### src/hw/rtl/pse_pkg.sv
// Shared types and constants for the postfix stack evaluator.
// Used by the top level, the arithmetic unit and the checker; no dependencies.
package pse_pkg;

  localparam int STACK_DEPTH = 64;
  localparam int DATA_WIDTH  = 32;
  localparam int NUM_W       = 32;
  localparam int ADDR_W      = $clog2(STACK_DEPTH);
  localparam int CNT_W       = $clog2(STACK_DEPTH + 1);

  localparam logic [1:0] MODE_NUMBER = 2'd0;
  localparam logic [1:0] MODE_BOOL   = 2'd1;
  localparam logic [1:0] MODE_OP     = 2'd2;
  localparam logic [1:0] MODE_END    = 2'd3;

  typedef enum logic [3:0] {
    OP_NOT = 4'd0, OP_NEG = 4'd1, OP_ADD = 4'd2, OP_SUB = 4'd3,
    OP_MUL = 4'd4, OP_DIV = 4'd5, OP_POW = 4'd6, OP_GT = 4'd7,
    OP_LT = 4'd8, OP_GE = 4'd9, OP_LE = 4'd10, OP_EQ = 4'd11,
    OP_NE = 4'd12, OP_AND = 4'd13, OP_OR = 4'd14
  } op_t;

  localparam logic [3:0] ST_OK        = 4'd0;
  localparam logic [3:0] ST_FEW       = 4'd1;
  localparam logic [3:0] ST_NOT_TYPE  = 4'd2;
  localparam logic [3:0] ST_NEG_TYPE  = 4'd3;
  localparam logic [3:0] ST_ARITH     = 4'd4;
  localparam logic [3:0] ST_DIV_ZERO  = 4'd5;
  localparam logic [3:0] ST_REL       = 4'd6;
  localparam logic [3:0] ST_EQ_MIX    = 4'd7;
  localparam logic [3:0] ST_LOGIC     = 4'd8;
  localparam logic [3:0] ST_EMPTY     = 4'd9;
  localparam logic [3:0] ST_LEFTOVER  = 4'd10;
  localparam logic [3:0] ST_OVERFLOW  = 4'd11;

  typedef enum logic [1:0] {
    AR_MUL = 2'd0,
    AR_DIV = 2'd1,
    AR_POW = 2'd2
  } arith_kind_t;

  typedef struct packed {
    logic        start;
    arith_kind_t kind;
  } arith_req_t;

  typedef struct packed {
    logic                  is_bool;
    logic [DATA_WIDTH-1:0] value;
  } entry_t;

  typedef struct packed {
    logic [1:0]        mode;
    logic signed [31:0] number_value;
    logic              bool_value;
    logic [3:0]        operator_code;
  } token_t;

  typedef struct packed {
    logic [3:0]         status;
    logic               result_is_bool;
    logic signed [31:0] number_result;
    logic               bool_result;
  } result_t;

endpackage

### src/hw/rtl/pse_arith.sv
// Multiply, iterative divide and iterative power unit for the postfix stack evaluator.
// Depends on pse_pkg.
module pse_arith (
  input  logic                           clk,
  input  logic                           rst,
  input  pse_pkg::arith_req_t            req,
  input  logic [pse_pkg::DATA_WIDTH-1:0] a,
  input  logic [pse_pkg::DATA_WIDTH-1:0] b,
  output logic                           done,
  output logic [pse_pkg::DATA_WIDTH-1:0] result
);
  import pse_pkg::*;

  localparam int DW = DATA_WIDTH;
  localparam int IW = $clog2(DW + 1);

  typedef enum logic [4:0] {
    P_IDLE = 5'b00001,
    P_DIV  = 5'b00010,
    P_DFIX = 5'b00100,
    P_POW  = 5'b01000,
    P_FIN  = 5'b10000
  } phase_t;

  phase_t          phase;
  logic [DW-1:0]   acc;
  logic [DW-1:0]   base;
  logic [DW-1:0]   expo;
  logic [DW-1:0]   rem;
  logic [DW-1:0]   quo;
  logic [DW-1:0]   dvs;
  logic            neg;
  logic [IW-1:0]   cnt;

  logic [DW-1:0]   mag_a;
  logic [DW-1:0]   mag_b;
  logic [DW:0]     shifted;
  logic [DW:0]     diff;

  assign mag_a   = a[DW-1] ? (DW'(0) - a) : a;
  assign mag_b   = b[DW-1] ? (DW'(0) - b) : b;
  assign shifted = {rem, quo[DW-1]};
  assign diff    = shifted - {1'b0, dvs};
  assign done    = (phase == P_FIN);
  assign result  = acc;

  always_ff @(posedge clk) begin
    if (rst) begin
      phase <= P_IDLE;
    end else begin
      case (phase)
        P_IDLE: begin
          if (req.start) begin
            case (req.kind)
              AR_MUL: begin
                acc   <= a * b;
                phase <= P_FIN;
              end
              AR_DIV: begin
                quo   <= mag_a;
                dvs   <= mag_b;
                rem   <= '0;
                neg   <= a[DW-1] ^ b[DW-1];
                cnt   <= IW'(DW);
                phase <= P_DIV;
              end
              default: begin
                if (b[DW-1]) begin
                  if (a == DW'(1)) begin
                    acc <= DW'(1);
                  end else if (a == {DW{1'b1}}) begin
                    acc <= b[0] ? {DW{1'b1}} : DW'(1);
                  end else begin
                    acc <= '0;
                  end
                  phase <= P_FIN;
                end else begin
                  acc   <= DW'(1);
                  base  <= a;
                  expo  <= b;
                  phase <= P_POW;
                end
              end
            endcase
          end
        end
        P_DIV: begin
          if (!diff[DW]) begin
            rem <= diff[DW-1:0];
            quo <= {quo[DW-2:0], 1'b1};
          end else begin
            rem <= shifted[DW-1:0];
            quo <= {quo[DW-2:0], 1'b0};
          end
          cnt <= cnt - 1'b1;
          if (cnt == IW'(1)) begin
            phase <= P_DFIX;
          end
        end
        P_DFIX: begin
          acc   <= neg ? (DW'(0) - quo) : quo;
          phase <= P_FIN;
        end
        P_POW: begin
          if (expo == '0) begin
            phase <= P_FIN;
          end else begin
            if (expo[0]) begin
              acc <= acc * base;
            end
            base <= base * base;
            expo <= expo >> 1;
          end
        end
        default: begin
          phase <= P_IDLE;
        end
      endcase
    end
  end

endmodule

### config.mk
export PLATFORM = sky130hd
export DESIGN_NAME = pse_arith
export DESIGN_NICKNAME = d
export VERILOG_FILES = /design/src/hw/rtl/pse_pkg.sv /design/src/hw/rtl/pse_arith.sv
export SDC_FILE = /design/constraint.sdc
export NUM_CORES = 2
export LEC_CHECK = 0
export BUFFER_PORTS_ARGS = -buffer_cell sky130_fd_sc_hd__buf_2
export CORE_ASPECT_RATIO = 1.75
export CORE_MARGIN = 8
export CORE_UTILIZATION = 55
export CTS_BUF_LIST = sky130_fd_sc_hd__clkbuf_8
export DETAILED_ROUTE_END_ITERATION = 10
export MAX_ROUTING_LAYER = met4
export PLACE_DENSITY = 0.71
export SLEW_MARGIN = 20
export SYNTH_ARGS = -nofsm -noshare
export SYNTH_HDL_FRONTEND = slang
export SYNTH_SLANG_ARGS = --single-unit
### constraint.sdc
create_clock -name clk -period 11.8 [get_ports clk]
set_clock_uncertainty 0.05 [all_clocks]
set_input_delay 1.18 -clock clk [delete_from_list [all_inputs] [get_ports clk]]
set_output_delay 1.18 -clock clk [all_outputs]
set_load 0.005 [all_outputs]
==> flow_summary_export.csv <==
group,metric,value,unit
status,status,"completed",
cts,cts_buffers,30,
yosys,synth.yosys.warnings,0,
cts,clock_path_buffers,3,
grt,grt_pass1_vias,48100,
yosys,synth_xor_area_share,5.03,%
yosys,ys_ff_latch,203,
route,wl_met3,10.5,mm
die,fp-row-count,156,
setup_path,worstPathMaxFanout,38,
yosys,synth_area,57000,µm²
setup_path,cp.arrival,8.70,ns
yosys,synth_top_area_cell,"fa_1",
yosys,syn_inst,6194,
yosys,yosysMostFrequentCell,"inv_1",
yosys,synth_adder_area_share,50.6,%
timing,worst_pin_slew,1.10,ns
placed_design,hpwl,130,mm
grt,grtUsageTotal,30.9,%
cts,cts.clk_slew.worst_paths,0.08,ns
cts,cts_hold_buf,0,
route,drtIter0Drc,2430,
grt,grt_first_pass_wirelength,266,mm
yosys,synthMuxAreaShare,0.599,%
timing,setup_violations,0,
setup_path,critPathKind,"reg2reg",
route,routed-wl-met2,88.0,mm
die,core,103000,µm²
timing,slew_violations,0,
cts,post_cts_buffers,0,
timing,hold_viol,0,
die,die_y,442,µm
cts,htreeDepth,1,
placed_design,port_buffers,101,
grt,grt_max_degree,76,
route,num_vias,42700,
cts,cts_tree,"yes",
yosys,synthTopCellsByArea,"fa_1 42%, edfxtp_1 10%, ha_1 8.9%",
route,ant_nets,0,
route,viasPerCell,5.74,
cts,cts_sinks,203,
timing,setup_tns,0,ns
route,top_layer_used,"met4",
yosys,synthSimpleGateAreaFrac,16.4,%
yosys,syn-num-nets,7855,
route,wl_met1,55.8,mm
cells_and_area,final_nets,7725,
timing,rsz0062_at_grt,"no",
yosys,synth_flop_cell,"edfxtp_1",
yosys,synth_top_family_by_area,"adder cells",
die,dieArea,115000,µm²
setup_path,end_kind,"flop",
setup_path,crit_path_start_kind,"flop",
timing,min_period,8.41,ns
yosys,yosys-top-cells-count,"1301 x inv_1, 1185 x fa_1, 860 x nand2_1",
min_path,hp-class,"reg2reg",
grt,overflow,0,
timing,relSlewSlack,26.8,%
timing,post-route-period-util,71.3,%
yosys,ys_seq_area_share,10.6,%
cts,clk_latency,0.66,ns
timing,holdWs,0.474,ns
timing,max_freq,0.119,GHz
die,die_x,259,µm
yosys,synth-edff-count,198,
cts,cts_resized,0,
die,initial_core_util,55.3,%
yosys,yosysUniqueCellTypes,79,
flow_run,cap_violations,0,
route,wl_per_cell,22.6,µm
yosys,synth.avg_cell_area,9.20,µm²
setup_path,cp_data_required_time,12.09,ns
yosys,synth_compound_area_share,6.03,%
grt,antenna_found_initial,13,
yosys,synth_top_area_share,41.6,%
route,firstDrtPassIters,5,
cells_and_area,drive_gt1_share,4.14,%
placed_design,place_congestion,0.997,
die,ios,102,
route,routed_wl,168,mm
route,drc,0,
yosys,async_flop_share,0,%
cts,cts_root_buf,"clkbuf_8",
cells_and_area,syn2layout_area_growth,3.64,%
[metal layers]
metal | track usage [%] | up-vias
met5 | - | -
met4 | 20.1 | 0
met3 | 4.24 | 726
met2 | 54.2 | 1744
met1 | 31.9 | 21800
li1 | - | 18400
[critical path, cell delays in order (launching register included)]
cell	delay [ns]
edfxtp_1	0.88
buf_4	0.57
and2_1	0.24
fa_1	0.42
fa_1	0.49
fa_1	0.52
inv_1	0.05
fa_1	0.47
inv_1	0.05
fa_1	0.50
inv_1	0.06
fa_1	0.53
inv_1	0.05
fa_1	0.51
fa_1	0.43
ha_1	0.36
a21o_1	0.18
a21o_1	0.17
a21oi_1	0.19
o21ai_0	0.12
a21o_1	0.18
a21oi_1	0.28
o311a_1	0.28
nand2b_1	0.08
mux2i_1	0.28
o211ai_1	0.11
[logic make-up after synthesis]
group | after synthesis
mux | 34
buf+inv | 1630
fa+ha+maj | 1592
xor+xnor | 326
compound gates | 535
flops | 203
simple gates | 1874
[layout by cell type (no fill, tap or decap), types with 9 or more instances in the layout]
| master | count |
|---|---|
| nand3b_1 | 9 |
| edfxtp_1 | 198 |
| xor2_1 | 103 |
| fa_1 | 1185 |
| clkinv_1 | 12 |
| o31ai_1 | 33 |
| nor3_1 | 25 |
| o41ai_1 | 15 |
| nor2b_1 | 16 |
| nand3_1 | 29 |
| o21ai_0 | 164 |
| or4_1 | 13 |
| and2_1 | 686 |
| nor2_1 | 114 |
| o21a_1 | 20 |
| clkbuf_8 | 30 |
| buf_4 | 65 |
| nand2_1 | 860 |
| nand4_1 | 15 |
| ha_1 | 407 |
| diode_2 | 10 |
| xnor2_1 | 222 |
| o221ai_1 | 9 |
| and3_1 | 10 |
| or3_1 | 12 |
| o21bai_1 | 13 |
| a211oi_1 | 14 |
| a21o_1 | 49 |
| inv_1 | 1303 |
| nor4_1 | 17 |
| nand2b_1 | 22 |
| mux2i_1 | 33 |
| a21oi_1 | 123 |
| buf_2 | 101 |
| o211ai_1 | 15 |
| a22oi_1 | 9 |
[sequential cells by signal, indices dropped and copies added, names as in the netlist]
signal  count
result     32
phase       5
dvs        32
base       32
expo       31
quo        32
rem        32
neg         1
cnt         6
[final timing paths]
| check | start | endpoint | slack [ns] | depth (start not counted) |
|---|---|---|---|---|
| setup reg to reg | base[5] | result[29] | 3.39 | 25 |
| hold / removal | expo[4] | expo[3] | 0.47 | 2 |
| hold reg to reg | expo[4] | expo[3] | 0.47 | 2 |
| setup / recovery | base[5] | result[29] | 3.39 | 25 |
[area by class of cell]
class | count | area [µm²]
Multi-Input combinational cell | 4361 | 44900
Fill cell | 9223 | 44000
Sequential cell | 203 | 6050
Inverter | 1301 | 4880
Tap cell | 1343 | 1680
Timing Repair Buffer | 167 | 1010
Clock buffer | 30 | 413
Clock inverter | 23 | 116
Antenna cell | 10 | 25.0
[stage by stage]
stage / instance area, µm² / setup slack (ns) / cells / util, %
2_1_floorplan: 57000 / 3.58 / 6194 / -
3_3_place_gp: 58500 / 3.08 / 7375 / 56.8
3_5_place_dp: 58500 / 3.00 / 7375 / 56.8
4_1_cts: 59000 / 3.39 / 7428 / 57.3
5_1_grt: 59100 / 2.95 / 7436 / 57.3
6_report: 59100 / 3.39 / 7438 / 57.3
Power is not shown: default switching activity piles up to over one toggle a cycle in this logic, so the estimate is an artifact.
